**src/sv/csaht_ram.sv**
```systemverilog
// ----------------------------------------------------------------------------
// csaht_ram
// Generic single-clock RAM, one write and one read port, registered read.
// ----------------------------------------------------------------------------
module csaht_ram #(
  parameter int unsigned Width = 8,
  parameter int unsigned Depth = 16
) (
  input  logic                     clk_i,
  input  logic                     we_i,
  input  logic [$clog2(Depth)-1:0] waddr_i,
  input  logic [Width-1:0]         wdata_i,
  input  logic [$clog2(Depth)-1:0] raddr_i,
  output logic [Width-1:0]         rdata_o
);

  logic [Width-1:0] mem_q [Depth];

  always_ff @(posedge clk_i) begin
    if (we_i) begin
      mem_q[waddr_i] <= wdata_i;
    end
    rdata_o <= mem_q[raddr_i];
  end

endmodule

```
**config.mk**
```make
export PLATFORM = sky130hd
export DESIGN_NAME = csaht_ram
export DESIGN_NICKNAME = d
export VERILOG_FILES = /design/src/sv/csaht_ram.sv
export SDC_FILE = /design/constraint.sdc
export NUM_CORES = 1
export LEC_CHECK = 0
export ABC_CLOCK_PERIOD_IN_PS = 3220
export BUFFER_PORTS_ARGS = -buffer_cell sky130_fd_sc_hd__buf_2
export CAP_MARGIN = 20
export CORE_MARGIN = 3
export CORE_UTILIZATION = 25
export CTS_CLUSTER_SIZE = 20
export DETAILED_ROUTE_END_ITERATION = 8
export HOLD_SLACK_MARGIN = 0.03
export MAX_ROUTING_LAYER = met4
export PLACE_DENSITY = 0.4
export SYNTH_ARGS = -nofsm -noshare
export SYNTH_HDL_FRONTEND = slang
export SYNTH_SLANG_ARGS = --single-unit
```
**constraint.sdc**
```tcl
create_clock -name clk_i -period 3.22 [get_ports clk_i]
set_input_delay 0.483 -clock clk_i [delete_from_list [all_inputs] [get_ports clk_i]]
set_output_delay 0.483 -clock clk_i [all_outputs]
set_load 0.03 [all_outputs]
```
# [Word-level counts from Yosys, hierarchy flattened]
# Memories as Yosys holds them, arrays and structs flattened. A register that Yosys moved wholly into a read port is not among the register bits.
# Index checks and enable logic that the tools add are counted.
# Widths: inputs -> output; s select.
[word_totals] latch_bits=0 regBits=0 elab_cells=3 ramBits=128 rom_bits=0 mem_count=1 input_bits=18 output_inout_bits=8
[op_classes] n_eq_ne=0 n_shift=0 n_addsub=0 n_div=0 n_bitwise=0 reduce_logical=0 muxes=2 magnitude_cmp=0 n_mul=0
[mem_list] name="mem_q" words=16 word_bits=8 rd=1 rd_clocked_by_memory_dff=1 wr=1 line_no="17" text="logic [Width-1:0] mem_q [Depth];"
[ops] operator="$mux 1" n=2

# [Longest topological paths before layout]
[logic_depth] ltp_word=2 mapped_depth=5 depth_no_buf=3

# [Worst setup path before layout]
# No wires, ideal clock.
[synth_timing] path_type="input to register" from="input waddr_i[2]" to="memory mem_q[0][0], enable pin" path_stages=2 setup_ns=0.383 setup_slack_ns=1.244 required_ns=2.837 t_arrival_ns=1.593 n_path_buf=0 path_cell_list="or3b_2 > nor3_1"
[synth_lines] item="start: declaration" line_no="11" text="input logic [$clog2(Depth)-1:0] waddr_i,"
[synth_lines] item="end: declaration" line_no="17"
# No word-level cell before the write port.

==> results.yml <==
floorplanning:
  start_util_pct: 25.94
  fp.dieW_um: 149.5
  core-area_um2: 19850
  die_area_um2: 22350
  rows: 51
  ioPinCount: 26
  die_h_um: 149.5
clock_tree:
  cts_max_path_buffers: 2
  clk-insertion-delay-late_ns: 0.41
  ctsHoldBuffers: 0
  path_clk_slew_ns: 0.06
  clock_sinks: 136
  post_cts_buffers: 0
  cts_buffers: 17
  tritoncts: "yes"
  root_buffer: "clkbuf_16"
  h-tree-depth: 4
  cts_resized: 0
sta:
  setup_violations: 0
  finalCritPeriodShare_pct: 51.73
  final.setup.tns_ns: 0
  timing.hold.ws_ns: 0.4702
  final-max-slew-violation-count: 0
  finalClockSkew_ns: 0.006967
  rsz0062_at_grt: "no"
  min_period_ns: 1.666
  hold_viol_final: 0
  worst_slack_ns: 1.554
  slew_headroom_pct: 49.54
  fmax_mhz: 600.3
  tightest_slew_ns: 0.7569
detailed_routing:
  antenna_left: 0
  drc: 0
  drtIter0Drc: 186
  wire_per_inst_um: 20.62
  dr.pass1.iters: 4
  wl_um: 11590
  via_per_inst: 4.351
  num_vias: 2445
setup_path:
  start_kind: "input port"
  r2r_cells: 3
  timing.rr.end: "rdata_o[6]$_DFF_P_"
  path_class: "in -> reg"
  crit_path_cell_trace: "buf_2 -> buf_4 -> mux4_1 -> a22oi_1 -> nand2_1"
  reg2reg_slack_ns: 1.82
  reg2reg_from: "mem_q[3][6]$_DFFE_PP_"
  crit_fanout: 26
  endpoint_kind: "flop"
  critical_path_arrival_ns: 1.96
  max_stage_delay_ns: 0.58
  required_ns: 3.52
  cp_slowest_cell: "buf_2"
synth:
  synth_cells: 229
  yosysWarnings: 0
  synth-seq-cells: 136
  synth_seq_area_share_pct: 77.78
  synthDistinctLibCells: 19
  syn-cell-area_um2: 5147
  syn-num-nets: 247
  postSynthAreaPerCell_um2: 22.48
pwr:
  peakVddDrop_mv: 0.3442
  power.total_mw: 4.312
  power_density_nw_per_um2: 680.6
  leakagePower_nw: 2.117
global_routing:
  use_met2_pct: 16.79
  busiest_layer: "met2"
  grt_max_degree: 33
  met3_usage_pct: 3.755
  grt_pass1_vias: 2563
  grt_overflow_total: 0
  antenna_found_initial: 1
  grt_util_met1_pct: 15.30
  grt_usage_pct: 11.48
  grt_pass1_wl_um: 17280
layout:
  syn_to_final_growth_pct: 23.09
  seqCellArea_um2: 4004
  fin_area_um2: 6336
  num-nets-final: 301
  multi_input_area_um2: 1057
  layout-drive-gt1-share_pct: 32.09
  mostFrequentLayoutCells: "edfxtp_1, buf_2, buf_4"
  final_common_cell: "edfxtp_1"
  fillers: 1893
placement:
  post-dp-hpwl_um: 7273
  port_buffers: 25
  globalplace.congestion: 0.7445
  place_area_um2: 5680
  dp_worst_setup_slack_ns: 1.043
worst_hold_path:
  min_to: "mem_q[0][0]$_DFFE_PP_"
  hold_depth: 1
  hp-class: "in -> reg"
  worstHoldStart: "wdata_i[0]"
job:
  max-cap-violations: 0
run_status:
  status: "finished clean"
## worst max-delay path by stage
stage / start / to / cells after the start
final: raddr_i[1] / rdata_o[5]$_DFF_P_ / 5
after global routing: raddr_i[1] / rdata_o[5]$_DFF_P_ / 5
after CTS: raddr_i[1] / rdata_o[6]$_DFF_P_ / 4
after detailed placement: raddr_i[1] / rdata_o[6]$_DFF_P_ / 4
after global placement: raddr_i[1] / rdata_o[6]$_DFF_P_ / 4
after floorplan: waddr_i[2] / mem_q[0][0]$_DFFE_PP_ / 2
## final cells by class
type / count / share of cell area, %
flip-flops and latches: 136 / 63.19
clock buffers: 19 / 7.148
clock inverters: 13 / 3.160
repair buffers: 45 / 4.542
multi-input cells: 83 / 16.69
diodes: 1 / 0.03949
well taps: 265 / 5.233
## per-stage QoR
step	utilization, %	std cells
2_1_floorplan	-	229
3_3_place_gp	28.62	529
3_5_place_dp	28.62	529
4_1_cts	31.91	561
5_1_grt	31.93	562
6_report	31.93	562
## registers in the layout (all words and copies together) (netlist names)
signal	flops
mem_q	128
rdata_o	8
## cell families (layout without fill, tap and decap cells)
logic type             after synthesis  after routing  share of synthesized area [%]
flip-flops                         136            136                          77.78
other                                0              1                              0
multiplexers                        32             32                          15.02
AO/OA/AOI/OAI                       16             16                          2.334
AND/OR/NAND/NOR                     35             35                          3.184
buffers and inverters               10             77                          1.677
## routing by layer
layer | share of wire [%] | routed length, µm
met2 | 46 | 5383
met5 | 0 | 0
met3 | 4.4 | 511
met1 | 48 | 5589
met4 | 0.90 | 104
## power by group
part,internal [mW],switching [mW]
sequential,1.98,0.0124
clock,1.41,0.701
combinational,0.0792,0.132
total,3.47,0.845
## synthesized netlist by cell type, drive strengths merged
library cell	n	area, µm²
edfxtp	128	3844
mux4	32	773.2
a22oi	16	120.1
nor2	13	48.80
nand2	9	33.78
dfxtp	8	160.2
buf	7	56.30
nor3	4	20.02
clkdlybuf4s25	3	30.03
nand2b	2	12.51
nand3b	2	15.01
and2	1	6.260
and2b	1	7.510
nand3	1	5.000
nor2b	1	6.260
or3b	1	8.760
## worst max-delay path, delay by kind of cell
kind / cells / cell delay (ns)
AOI/OAI and AO/OA: 1 / 0.21
and+or+nand+nor: 1 / 0.07
muxes: 1 / 0.31
buffers and inverters: 2 / 0.87
Note: power is estimated with default switching activity, not from simulation.
