File: config.mk
export PLATFORM = sky130hd
export DESIGN_NAME = csaht_mod
export DESIGN_NICKNAME = d
export VERILOG_FILES = /design/src/sv/csaht_pkg.sv /design/src/sv/csaht_mod.sv
export SDC_FILE = /design/constraint.sdc
export NUM_CORES = 1
export LEC_CHECK = 0
export BUFFER_PORTS_ARGS = -buffer_cell sky130_fd_sc_hd__buf_4
export CAP_MARGIN = 10
export CELL_PAD_IN_SITES_DETAIL_PLACEMENT = 1
export CELL_PAD_IN_SITES_GLOBAL_PLACEMENT = 2
export CORE_MARGIN = 2
export CORE_UTILIZATION = 39
export CTS_BUF_LIST = sky130_fd_sc_hd__clkbuf_4 sky130_fd_sc_hd__clkbuf_8
export DETAILED_ROUTE_END_ITERATION = 7
export PLACE_DENSITY = 0.9
export SLEW_MARGIN = 20
export SYNTH_ARGS = -nofsm -noshare
export SYNTH_HDL_FRONTEND = slang
export SYNTH_SLANG_ARGS = --single-unit
File: constraint.sdc
create_clock -name clk_i -period 10.1 [get_ports clk_i]
set_input_delay 0.505 -clock clk_i [delete_from_list [all_inputs] [get_ports clk_i]]
set_output_delay 0.505 -clock clk_i [all_outputs]
set_load 0.005 [all_outputs]
File: src/sv/csaht_pkg.sv
// ----------------------------------------------------------------------------
// csaht_pkg
// Shared types and constants of the chained set-associative hash table.
// ----------------------------------------------------------------------------
package csaht_pkg;

  localparam int unsigned WAYS          = 8;
  localparam int unsigned TOTAL_BUCKETS = 512;
  localparam int unsigned SIZE_BITS     = 16;
  localparam int unsigned OFFSET_BITS   = 24;

  localparam int unsigned SLOT_COUNT = TOTAL_BUCKETS * WAYS;
  localparam int unsigned SLOT_W    = $clog2(SLOT_COUNT);
  localparam int unsigned BKT_W     = $clog2(TOTAL_BUCKETS);
  localparam int unsigned WAY_W     = $clog2(WAYS);
  localparam int unsigned VISIT_W   = $clog2(TOTAL_BUCKETS + 1);

  localparam int unsigned KEY_W   = 64;
  localparam int unsigned LEN_W   = 16;
  localparam int unsigned MAIN_W  = 9;
  localparam int unsigned REGION_W = 25;
  localparam int unsigned REF_W   = SIZE_BITS + OFFSET_BITS;

  // output field widths
  localparam int unsigned STAT_W  = 3;
  localparam int unsigned OSLOT_W = 12;
  localparam int unsigned OSIZE_W = 16;
  localparam int unsigned OOFF_W  = 24;

  localparam logic [MAIN_W-1:0]   MAIN_RESET   = 9'd448;
  localparam logic [REGION_W-1:0] REGION_RESET = 25'd16777216;

  typedef enum logic {
    CFG_MAIN   = 1'b0,
    CFG_REGION = 1'b1
  } cfg_idx_e;

  typedef enum logic [STAT_W-1:0] {
    ST_INSERTED  = 3'd0,
    ST_FOUND     = 3'd1,
    ST_NOT_FOUND = 3'd2,
    ST_DUPLICATE = 3'd3,
    ST_OVF_FULL  = 3'd4,
    ST_VAL_FULL  = 3'd5
  } status_e;

  typedef enum logic [3:0] {
    S_CLEAR,
    S_IDLE,
    S_MOD,
    S_READ,
    S_CHECK,
    S_REF,
    S_REF_DATA,
    S_ALLOC,
    S_WRITE,
    S_RESP
  } state_e;

  // handshake between the control logic and the modulo unit
  typedef struct packed {
    logic             done;
    logic [BKT_W-1:0] rem;
  } mod_rsp_t;

endpackage

File: src/sv/csaht_mod.sv
// ----------------------------------------------------------------------------
// csaht_mod
// Iterative key modulo bucket count, four key bits per cycle.
// ----------------------------------------------------------------------------
module csaht_mod (
  input  logic                               clk_i,
  input  logic                               rst_ni,
  input  logic                               start_i,
  input  logic [csaht_pkg::KEY_W-1:0]        key_i,
  input  logic [csaht_pkg::BKT_W-1:0]        divisor_i,
  output csaht_pkg::mod_rsp_t                rsp_o
);

  localparam int unsigned STEP   = 4;
  localparam int unsigned ROUNDS = csaht_pkg::KEY_W / STEP;
  localparam int unsigned CNT_W  = $clog2(ROUNDS + 1);

  logic [csaht_pkg::KEY_W-1:0] key_q, key_d;
  logic [csaht_pkg::BKT_W-1:0] rem_q, rem_d;
  logic [CNT_W-1:0]            cnt_q, cnt_d;
  logic                        busy_q, busy_d;
  logic                        done_q, done_d;

  always_comb begin
    logic [csaht_pkg::BKT_W:0] r;
    r      = '0;
    key_d  = key_q;
    rem_d  = rem_q;
    cnt_d  = cnt_q;
    busy_d = busy_q;
    done_d = 1'b0;
    if (start_i) begin
      key_d  = key_i;
      rem_d  = '0;
      cnt_d  = '0;
      busy_d = 1'b1;
    end else if (busy_q) begin
      r = {1'b0, rem_q};
      for (int k = 0; k < STEP; k++) begin
        r = {r[csaht_pkg::BKT_W-1:0], key_q[csaht_pkg::KEY_W-1-k]};
        if (r >= {1'b0, divisor_i}) begin
          r = r - {1'b0, divisor_i};
        end
      end
      rem_d = r[csaht_pkg::BKT_W-1:0];
      key_d = key_q << STEP;
      cnt_d = cnt_q + CNT_W'(1);
      if (cnt_q == CNT_W'(ROUNDS - 1)) begin
        busy_d = 1'b0;
        done_d = 1'b1;
      end
    end
  end

  always_ff @(posedge clk_i or negedge rst_ni) begin
    if (!rst_ni) begin
      busy_q <= 1'b0;
      done_q <= 1'b0;
      cnt_q  <= '0;
    end else begin
      busy_q <= busy_d;
      done_q <= done_d;
      cnt_q  <= cnt_d;
    end
  end

  always_ff @(posedge clk_i) begin
    key_q <= key_d;
    rem_q <= rem_d;
  end

  assign rsp_o.done = done_q;
  assign rsp_o.rem  = rem_q;

endmodule

[Yosys cells after proc, flatten, opt, wreduce, memory -nomap -nowiden]
Index checks and enable logic that the tools add are counted.
Operators by class
  eq/ne operators: 1
  $lt $le $gt $ge: 4
  multiplexer cells: 20
  add/sub/neg operators: 5
  reduce and logical (&&, ||, !) cells: 1
Operators with widths (number)
  64-bit two-way mux: 2
  9-bit two-way mux: 10
  10-bit by 9-bit >= comparator with 1-bit output: 4
  9-bit subtractor: 4
  5-bit two-way mux: 2
  1-bit two-way mux: 6
  5-bit by 1-bit adder with 5-bit output (second input constant): 1
  5-bit by 4-bit == test with 1-bit output (second input constant): 1
  2-bit nonzero test: 1
Storage, ports and cells
  bits of input ports: 76
  output and inout bits: 10
  register bits after elaboration: 80
  logic and storage cells: 36

[Logic depth before layout (Yosys ltp)]
Gate-level depths: netlist of run 1.
  depth in word-level cells: 14
  gate-level depth with buffers: 39
  depth with buffers taken out: 36

[Worst setup path after synthesis of run 1]
OpenSTA, ideal clock, no wires.
  path kind: input port to flip-flop
  start point: input divisor_i[1] (netlist name)
  end point: register rem_q[2] (netlist name)
  arrival time: 7.842 ns
  path slack: 2.135 ns
  data required time: 9.978 ns
  path buffers: 3
  library setup time: 0.122 ns
  cell stages on the path: 34
  cell sequence: inv_1 fa_1 a211oi_2 o211ai_2 a21oi_4 buf_6 mux2_2 ha_1 a211oi_1 nor3b_1 o41ai_2 o2111ai_4 buf_2 nor2_1 a21oi_1 fa_1 a21o_1 a21oi_1 o21a_1 o21ai_2 a2111oi_4 or2_1 mux2_2 ha_1 a21o_1 a21oi_1 o22ai_1 nor2_1 o21ai_0 a21o_1 a211oi_2 buf_6 nor3_1 a311o_1
On the way
  longest elaborated chain between the ends: 14
  elaborated cells between the ends (all ways): 18
  those cells by class: 4 x add/sub; 4 x order compare; 10 x mux
RTL lines
  from (decl): line csaht_mod.sv:10  | input logic [csaht_pkg::BKT_W-1:0] divisor_i,
  9-bit subtractor or 10-bit by 9-bit >= comparator with 1-bit output (tied branches): line csaht_mod.sv:42, csaht_mod.sv:41
  9-bit two-way mux: line csaht_mod.sv:41  | if (r >= {1'b0, divisor_i}) begin
  9-bit two-way mux: line csaht_mod.sv:37  | end else if (busy_q) begin
  9-bit two-way mux: line csaht_mod.sv:32  | if (start_i) begin
  10-bit by 9-bit >= comparator with 1-bit output or 9-bit subtractor (tied branches): line csaht_mod.sv:41, csaht_mod.sv:42
  9-bit two-way mux: line csaht_mod.sv:41
  9-bit two-way mux: line csaht_mod.sv:37
  9-bit two-way mux: line csaht_mod.sv:32
  9-bit subtractor or 10-bit by 9-bit >= comparator with 1-bit output (tied branches): line csaht_mod.sv:42, csaht_mod.sv:41
  9-bit two-way mux: line csaht_mod.sv:41
  9-bit two-way mux: line csaht_mod.sv:37
  9-bit two-way mux: line csaht_mod.sv:32
  9-bit subtractor or 10-bit by 9-bit >= comparator with 1-bit output (tied branches): line csaht_mod.sv:42, csaht_mod.sv:41
  9-bit two-way mux (*): line csaht_mod.sv:41
  to (signal assigned): line csaht_mod.sv:69  | rem_q <= rem_d;
  to (decl): line csaht_mod.sv:19  | logic [csaht_pkg::BKT_W-1:0] rem_q, rem_d;
Mark *: on every way between the ends. The rest lies on a longest branch, timed or not. The select of a mux whose other input is x is not followed.
A chain may end at the register's enable or synchronous reset.

[Worst setup path in the final report of run 1]
  start point: register key_q[63] (netlist name)
  end point: register rem_q[1] (netlist name)
On the way
  longest elaborated chain between the ends: 14
  elaborated cells between the ends (all ways): 18
  those cells by class: 4 x add/sub; 4 x order compare; 10 x mux
RTL lines
  from (decl): line csaht_mod.sv:18  | logic [csaht_pkg::KEY_W-1:0] key_q, key_d;
  from (signal assigned): line csaht_mod.sv:68  | key_q <= key_d;
  9-bit subtractor or 10-bit by 9-bit >= comparator with 1-bit output (tied branches): line csaht_mod.sv:42, csaht_mod.sv:41
  9-bit two-way mux (*): line csaht_mod.sv:41
  9-bit two-way mux (*): line csaht_mod.sv:37
  9-bit two-way mux (*): line csaht_mod.sv:32
  9-bit subtractor or 10-bit by 9-bit >= comparator with 1-bit output (tied branches): line csaht_mod.sv:42, csaht_mod.sv:41
  9-bit two-way mux (*): line csaht_mod.sv:41
  9-bit two-way mux (*): line csaht_mod.sv:37
  9-bit two-way mux (*): line csaht_mod.sv:32
  9-bit subtractor or 10-bit by 9-bit >= comparator with 1-bit output (tied branches): line csaht_mod.sv:42, csaht_mod.sv:41
  9-bit two-way mux (*): line csaht_mod.sv:41
  9-bit two-way mux (*): line csaht_mod.sv:37
  9-bit two-way mux (*): line csaht_mod.sv:32
  10-bit by 9-bit >= comparator with 1-bit output or 9-bit subtractor (tied branches): line csaht_mod.sv:41, csaht_mod.sv:42
  9-bit two-way mux (*): line csaht_mod.sv:41
Marks and branches as above.

==> Flow_metrics.wiki, run 1 <==
{| class="wikitable"
! Metric !! Value
|-
| Run status || complete, no violations
|-
| Horizontal extent of the die || 120 um
|-
| Library cells used by synthesis || 61
|-
| Number of antenna cells inserted || 0
|-
| Avg Vias per Cell || 5.38
|-
| Worst-Margin Slew || 1.02 ns
|-
| Seq. cell area || 2280 um^2
|-
| Setup slack, reg-to-reg || 0.85 ns
|-
| Die Outline Area || 14500 um^2
|-
| Vias after detailed routing || 3810
|-
| Final hold slack || 0.441 ns
|-
| Routed wire length || 13.2 mm
|-
| Starting density of the core || 0.400
|-
| Yosys reg bits || 80
|-
| Clock tree from TritonCTS || built
|-
| Data arrival, critical path || 9.49 ns
|-
| Critical path launch point type || flop
|-
| Clock insertion delay at the later pin of the skew report || 0.35 ns
|-
| Detailed-placement wirelength estimate || 10.4 mm
|-
| EDFF count, synth || 64
|-
| First-iteration detailed-routing DRC count || 174
|-
| Crit path kind || reg -> reg
|-
| Class of the worst hold path || in -> reg
|-
| Total congestion overflow || 0
|-
| Total of hold buffers inserted after clock tree synthesis || 1
|-
| Clock Pin Slew Worst Setup and Hold Paths || 0.08 ns
|-
| Final hold violation count || 0
|-
| Count of placed standard cells including taps || 692
|-
| Minimum clock period after layout || 9.25 ns
|-
| CTS Root Buffer Type || clkbuf_8
|-
| First-pass DRT Iterations || 4
|-
| Fin. max-slew vios || 0
|-
| Worst slew margin || 0.319
|-
| Clock buffer count from CTS || 9
|-
| Worst setup path startpoint || key_q[63]$_DFFE_PP_
|-
| Area added between synthesis and finish || 19.2%
|-
| Type of element capturing the critical path || flop
|-
| Count of nets left with antenna violations after detail routing || 0
|-
| Count of H-tree levels built during CTS || 3
|-
| Delay contributed by the slowest stage of the critical path || 0.79 ns
|-
| Final period utilization || 0.916
|-
| Fraction of layout instances using a drive strength above 1 || 0.361
|-
| Critical path required time || 10.34 ns
|-
| Top flip-flop cell by instance count after synthesis || edfxtp_1
|-
| Post-Syn Nets || 563
|-
| F_max || 0.108 GHz
|-
| Post-layout instance count excluding filler cells || 708
|-
| IO Port Bufs || 85
|-
| Net count, final || 646
|-
| Post-layout util || 0.476
|-
| Footprint of the multi-input gates || 2840 um^2
|-
| DRC Markers || 0
|-
| Overall fraction of global-route tracks in use || 0.190
|-
| Count of cells resized by post-cts repair || 0
|-
| Reg-to-Reg End || rem_q[1]$_SDFFE_PP0P_
|-
| Setup total negative slack || 0 ns
|-
| Final Setup Violations || 0
|-
| Routability congestion estimate from global placement || 0.864
|-
| RSZ-0062 raised after global routing || no
|-
| Post-synthesis cell area || 5290 um^2
|-
| Number of max-cap violations || 0
|-
| CP max FO || 14
|-
| Reg-to-reg critical path startpoint || key_q[63]$_DFFE_PP_
|-
| Setup Fix Bufs, Post-CTS || 0
|-
| Fraction of synthesis flops using an asynchronous set or reset pin || 0.0875
|-
| Y dimension of the die || 120 um
|-
| Core ar. || 13200 um^2
|-
| Worst setup path endpoint || rem_q[1]$_SDFFE_PP0P_
|-
| Post-Synthesis Cells || 445
|-
| Syn. warnings || 0
|-
| Sink count of the clock tree || 80
|-
| Average wire per standard cell || 18.7 um
|-
| Average size of a mapped cell || 11.9 um^2
|-
| Row Count || 42
|-
| Cells on worst reg2reg path || 33
|-
| Filler cell count || 1442
|-
| Worst Clk Skew || 0.00754 ns
|-
| Ports || 86
|-
| Largest net degree at the start of global routing || 82
|-
| Initial antenna violation count || 0
|-
| Critical-path top delay cell || a211oi_2
|-
| Wire length of the first global-routing pass || 21.4 mm
|-
| Vias in the first global route || 4179
|-
| Clock Path Buffers || 2
|-
| Part of the Yosys area used for sequential elements || 0.430
|}
[synthesized netlist by cell type, types with 8 or more instances]
cell,n,area (um^2)
mux2_2,72,811
edfxtp_1,64,1920
ha_1,38,475
nor2_1,34,128
inv_1,25,93.8
a21oi_1,22,110
xnor2_1,17,149
a21o_1,12,90.1
a211oi_1,11,82.6
o21ai_0,10,50.1
dfxtp_1,9,180
mux2i_1,9,90.1
xor2_1,9,78.8
nand4_1,8,50.1
[registers in the layout, indices dropped and copies added (netlist names)]
signal	flops
busy_q	1
cnt_q	5
key_q	64
done_q	1
rem_q	9
[per-stage QoR]
stage	setup slack (ns)	cell area, um^2
floorplan	2.14	5290
global placement	1.14	6080
detailed placement	0.784	6080
CTS	0.848	6310
global route	0.159	6310
finish	0.847	6310
[layer usage]
layer	routed length (um)	GRT usage	vias to the layer above
met4	203	0.0480	0
met2	6990	0.344	73
met5	0	0	-
met1	5400	0.223	1890
li1	-	-	1831
met3	642	0.0500	16
[critical path, delay by kind of cell (launching register included)]
family | cells | cell delay (ns)
muxes | 2 | 0.77
AOI/OAI and AO/OA | 19 | 5.25
buffers and inverters | 2 | 0.15
DFF | 1 | 0.43
and+or+nand+nor | 5 | 0.78
adders and majority gates | 5 | 1.75
[logic make-up after synthesis]
group,count (synthesis),synth area share
fa+ha+maj,42,0.105
flops,80,0.430
buf+inv,41,0.0329
simple gates,83,0.0811
compound gates,90,0.133
xor+xnor,26,0.0430
mux,83,0.175
[cell usage in the layout, fill, tap and decap left out, types with 3 or more instances in the layout]
cell type / n
nor3b_1: 4
a21o_1: 12
xor2_1: 9
o21a_1: 3
nand2_1: 6
nand2b_1: 5
a211oi_2: 3
fa_1: 4
xnor2_1: 17
ha_1: 38
dfrtp_1: 7
clkbuf_8: 9
buf_4: 87
nor3_1: 7
nor2_1: 34
o21bai_1: 3
inv_1: 25
nand4_1: 8
a21oi_1: 22
mux2i_1: 9
dfxtp_1: 9
nor2b_1: 4
and2_1: 5
edfxtp_1: 64
a211oi_1: 11
mux2_2: 72
o21ai_0: 10
[layout make-up]
class	instances	area share
clock inverter	5	0.0129
tap	176	0.0349
timing repair buffer	88	0.105
inverter	25	0.0149
multi-input combinational	324	0.450
clock buffer	10	0.0208
sequential	80	0.361
[worst min-delay path by stage]
stage / startpoint / endpoint / slack, ns / cells past startpoint
after floorplan: rst_ni / busy_q$_DFF_PN0_ / 0.21 / 0
after CTS: key_i[1] / key_q[1]$_SDFFCE_PN0P_ / 0.42 / 2
after global routing: key_i[0] / key_q[0]$_SDFFCE_PN0P_ / 0.42 / 2
after detailed placement: rst_ni / cnt_q[1]$_DFFE_PN0P_ / 0.32 / 1
after global placement: rst_ni / cnt_q[0]$_DFFE_PN0P_ / 0.32 / 1
final: key_i[0] / key_q[0]$_SDFFCE_PN0P_ / 0.44 / 2
Power of run 1 is not shown: default switching activity piles up to over one toggle a cycle in this logic, so the estimate is an artifact.
==> inputs of run 2 (changes only) <==
--- a/config.mk
+++ b/config.mk
@@ -7,5 +7,5 @@
 export LEC_CHECK = 0
 export BUFFER_PORTS_ARGS = -buffer_cell sky130_fd_sc_hd__buf_4
-export CAP_MARGIN = 10
+export CAP_MARGIN = 5
 export CELL_PAD_IN_SITES_DETAIL_PLACEMENT = 1
 export CELL_PAD_IN_SITES_GLOBAL_PLACEMENT = 2
==> constraint.sdc (replaced) <==
create_clock -name clk_i -period 10.1 [get_ports clk_i]
set_input_delay 1.01 -clock clk_i [delete_from_list [all_inputs] [get_ports clk_i]]
set_output_delay 1.01 -clock clk_i [all_outputs]
set_load 0.005 [all_outputs]
==> run 2 against run 1 <==
Clock skew is 0.0015 ns higher. Global-route usage down 0.57 points. Sequential share of layout area shrank 0.12 points. First-iteration DRC count up 6.3%. Sequential cell count unchanged.
==> Flow_metrics.wiki, run 2 (synthesis results as in run 1) <==
{| class="wikitable"
! Metric !! Value
|-
| First-iteration detailed-routing DRC count || 185 (+6.3%)
|-
| Total congestion overflow || 0 (unchanged)
|-
| Worst setup path startpoint || divisor_i[1]
|-
| Clock tree from TritonCTS || built
|-
| Y dimension of the die || 120 um (unchanged)
|-
| Worst-Margin Slew || 0.938 ns (-0.0826 ns)
|-
| Count of cells resized by post-cts repair || 0 (unchanged)
|-
| Count of nets left with antenna violations after detail routing || 0 (unchanged)
|-
| Core ar. || 13200 um^2 (unchanged)
|-
| DRC Markers || 0 (unchanged)
|-
| Setup Fix Bufs, Post-CTS || 0 (unchanged)
|-
| Total of hold buffers inserted after clock tree synthesis || 0 (-1)
|-
| Overall fraction of global-route tracks in use || 0.184 (-0.00571)
|-
| Critical path required time || 10.34 ns (about the same)
|-
| Horizontal extent of the die || 120 um (unchanged)
|-
| M1 WL || 5.28 mm (-2.3%)
|-
| Number of antenna cells inserted || 0 (unchanged)
|-
| Crit path kind || in -> reg
|-
| Detailed route wirelength on metal3 || 700 um (+9.0%)
|-
| RSZ-0062 raised after global routing || no
|-
| Worst Clk Skew || 0.00903 ns (+0.00149 ns)
|-
| Ports || 86 (unchanged)
|-
| Worst slew margin || 0.375 (+0.0563)
|-
| Initial antenna violation count || 0 (unchanged)
|-
| Clock Path Buffers || 2 (unchanged)
|-
| Worst slack at placement || 0.735 ns (-0.0483 ns)
|-
| CTS Root Buffer Type || clkbuf_8
|-
| Register with the highest flop count || key_q
|-
| Largest net degree at the start of global routing || 83 (+1.2%)
|-
| Data arrival, critical path || 9.30 ns (-0.19 ns)
|-
| Met2 wire length || 6.56 mm (-6.1%)
|-
| Number of max-cap violations || 0 (unchanged)
|-
| Critical path launch point type || primary input
|-
| Run status || complete, no violations
|-
| Critical-path top delay cell || fa_1
|-
| Final hold violation count || 0 (unchanged)
|-
| Detailed-placement wirelength estimate || 10.1 mm (-3.3%)
|-
| Minimum clock period after layout || 9.06 ns (-0.193 ns)
|-
| Final period utilization || 0.897 (-0.0191)
|-
| First-pass DRT Iterations || 4 (unchanged)
|-
| Class of the worst hold path || in -> async
|-
| Starting density of the core || 0.400 (unchanged)
|-
| Fin. max-slew vios || 0 (unchanged)
|-
| Most frequent standard cell in the layout excluding fill and tap cells || buf_4
|-
| Routed wire length || 12.9 mm (-2.5%)
|-
| Buf/Inv on CP || 3 (+1)
|-
| Average wire per standard cell || 18.2 um (-2.5%)
|-
| Die Outline Area || 14500 um^2 (unchanged)
|-
| Net count, final || 645 (-0.15%)
|-
| Count of H-tree levels built during CTS || 3 (unchanged)
|-
| Delay contributed by the slowest stage of the critical path || 0.54 ns (-0.25 ns)
|-
| CP max FO || 14 (unchanged)
|-
| Type of element capturing the critical path || flop
|-
| Largest delay share family, worst path || compound AO/OA/AOI/OAI gates
|-
| IO Port Bufs || 85 (unchanged)
|-
| Fraction of layout instances using a drive strength above 1 || 0.363 (+0.00188)
|-
| Area added between synthesis and finish || 19.6%
|-
| Commonest non-fill, non-tap cells in the layout || 87 x buf_4, 72 x mux2_2, 64 x edfxtp_1, 38 x ha_1, 34 x nor2_1
|-
| Regs by FF count || key_q (64), rem_q (9), cnt_q (5)
|-
| Topmost layer with routed signal wires || met4
|-
| Setup total negative slack || 0 ns (unchanged)
|-
| Routability congestion estimate from global placement || 0.887 (+2.6%)
|-
| Filler cell count || 1418 (-1.7%)
|-
| Final Setup Violations || 0 (unchanged)
|-
| Setup ws final || 1.04 ns (+0.193 ns)
|-
| Max FFs per register || 64 (unchanged)
|-
| Reg-to-reg critical path startpoint || key_q[63]$_DFFE_PP_
|-
| F_max || 0.110 GHz (+2.1%)
|-
| Clock buffer count from CTS || 9 (unchanged)
|-
| Vias in the first global route || 4063 (-2.8%)
|-
| Row Count || 42 (unchanged)
|-
| Sink count of the clock tree || 80 (unchanged)
|-
| Clock Pin Slew Worst Setup and Hold Paths || 0.08 ns (about the same)
|-
| Clock insertion delay at the later pin of the skew report || 0.35 ns (about the same)
|-
| Vias after detailed routing || 3770 (-1.0%)
|-
| Wire length of the first global-routing pass || 20.7 mm (-3.2%)
|-
| Avg Vias per Cell || 5.32 (-1.0%)
|}
run 2: cell count changes in the layout (fill, tap and decap cells not counted):
cell | previous run | this run
clkinvlp_4 | 1 | 0
bufinv_16 | 2 | 3
clkbuf_4 | 1 | 2
clkinv_2 | 1 | 0
inv_4 | 0 | 1
dlygate4sd3_1 | 1 | 0
run 2: worst reg2reg max path: cells and delay by family (launching register included):
family,cells,cell delay [ns]
AOI/OAI and AO/OA,19,4.61
DFF,1,0.44
adders and majority gates,5,1.72
and+or+nand+nor,5,0.74
buffers and inverters,3,0.37
muxes,2,0.77
run 2: path summary, 6_finish.rpt:
path	end	slack, ns	depth (start not counted)
max reg2reg	rem_q[1]$_SDFFE_PP0P_	1.34	34
min reg2reg	key_q[29]$_DFFE_PP_	0.55	1
max	rem_q[1]$_SDFFE_PP0P_	1.04	33
min in group clk_i	key_q[29]$_DFFE_PP_	0.55	1
min	cnt_q[3]$_DFFE_PN0P_	0.45	1
max in group asynchronous	busy_q$_DFF_PN0_	9.53	1
run 2: final cells by class:
type	count	area (um^2)	area share
clock inverter	5	105	0.0166
multi-input combinational	324	2840	0.449
sequential	80	2280	0.360
tap	176	220	0.0348
inverter	25	93.8	0.0148
clock buffer	11	139	0.0219
timing repair buffer	87	653	0.103
run 2: layer usage:
metal,global-route usage,up-vias
li1,-,1830
met1,0.216,1828
met2,0.321,87
met3,0.0491,25
met4,0.0741,0
met5,0,-
run 2: per-stage QoR:
step                      instances  hold WS (ns)  utilization  area, um^2
after floorplan                 445         0.497            -        5290
after global routing            708         0.435        0.478        6330
after detailed placement        692         0.536        0.459        6080
after CTS                       708         0.439        0.478        6330
final                           708         0.453        0.478        6330
after global placement          692         0.513        0.459        6080
Power of run 2 is left out for the same reason.
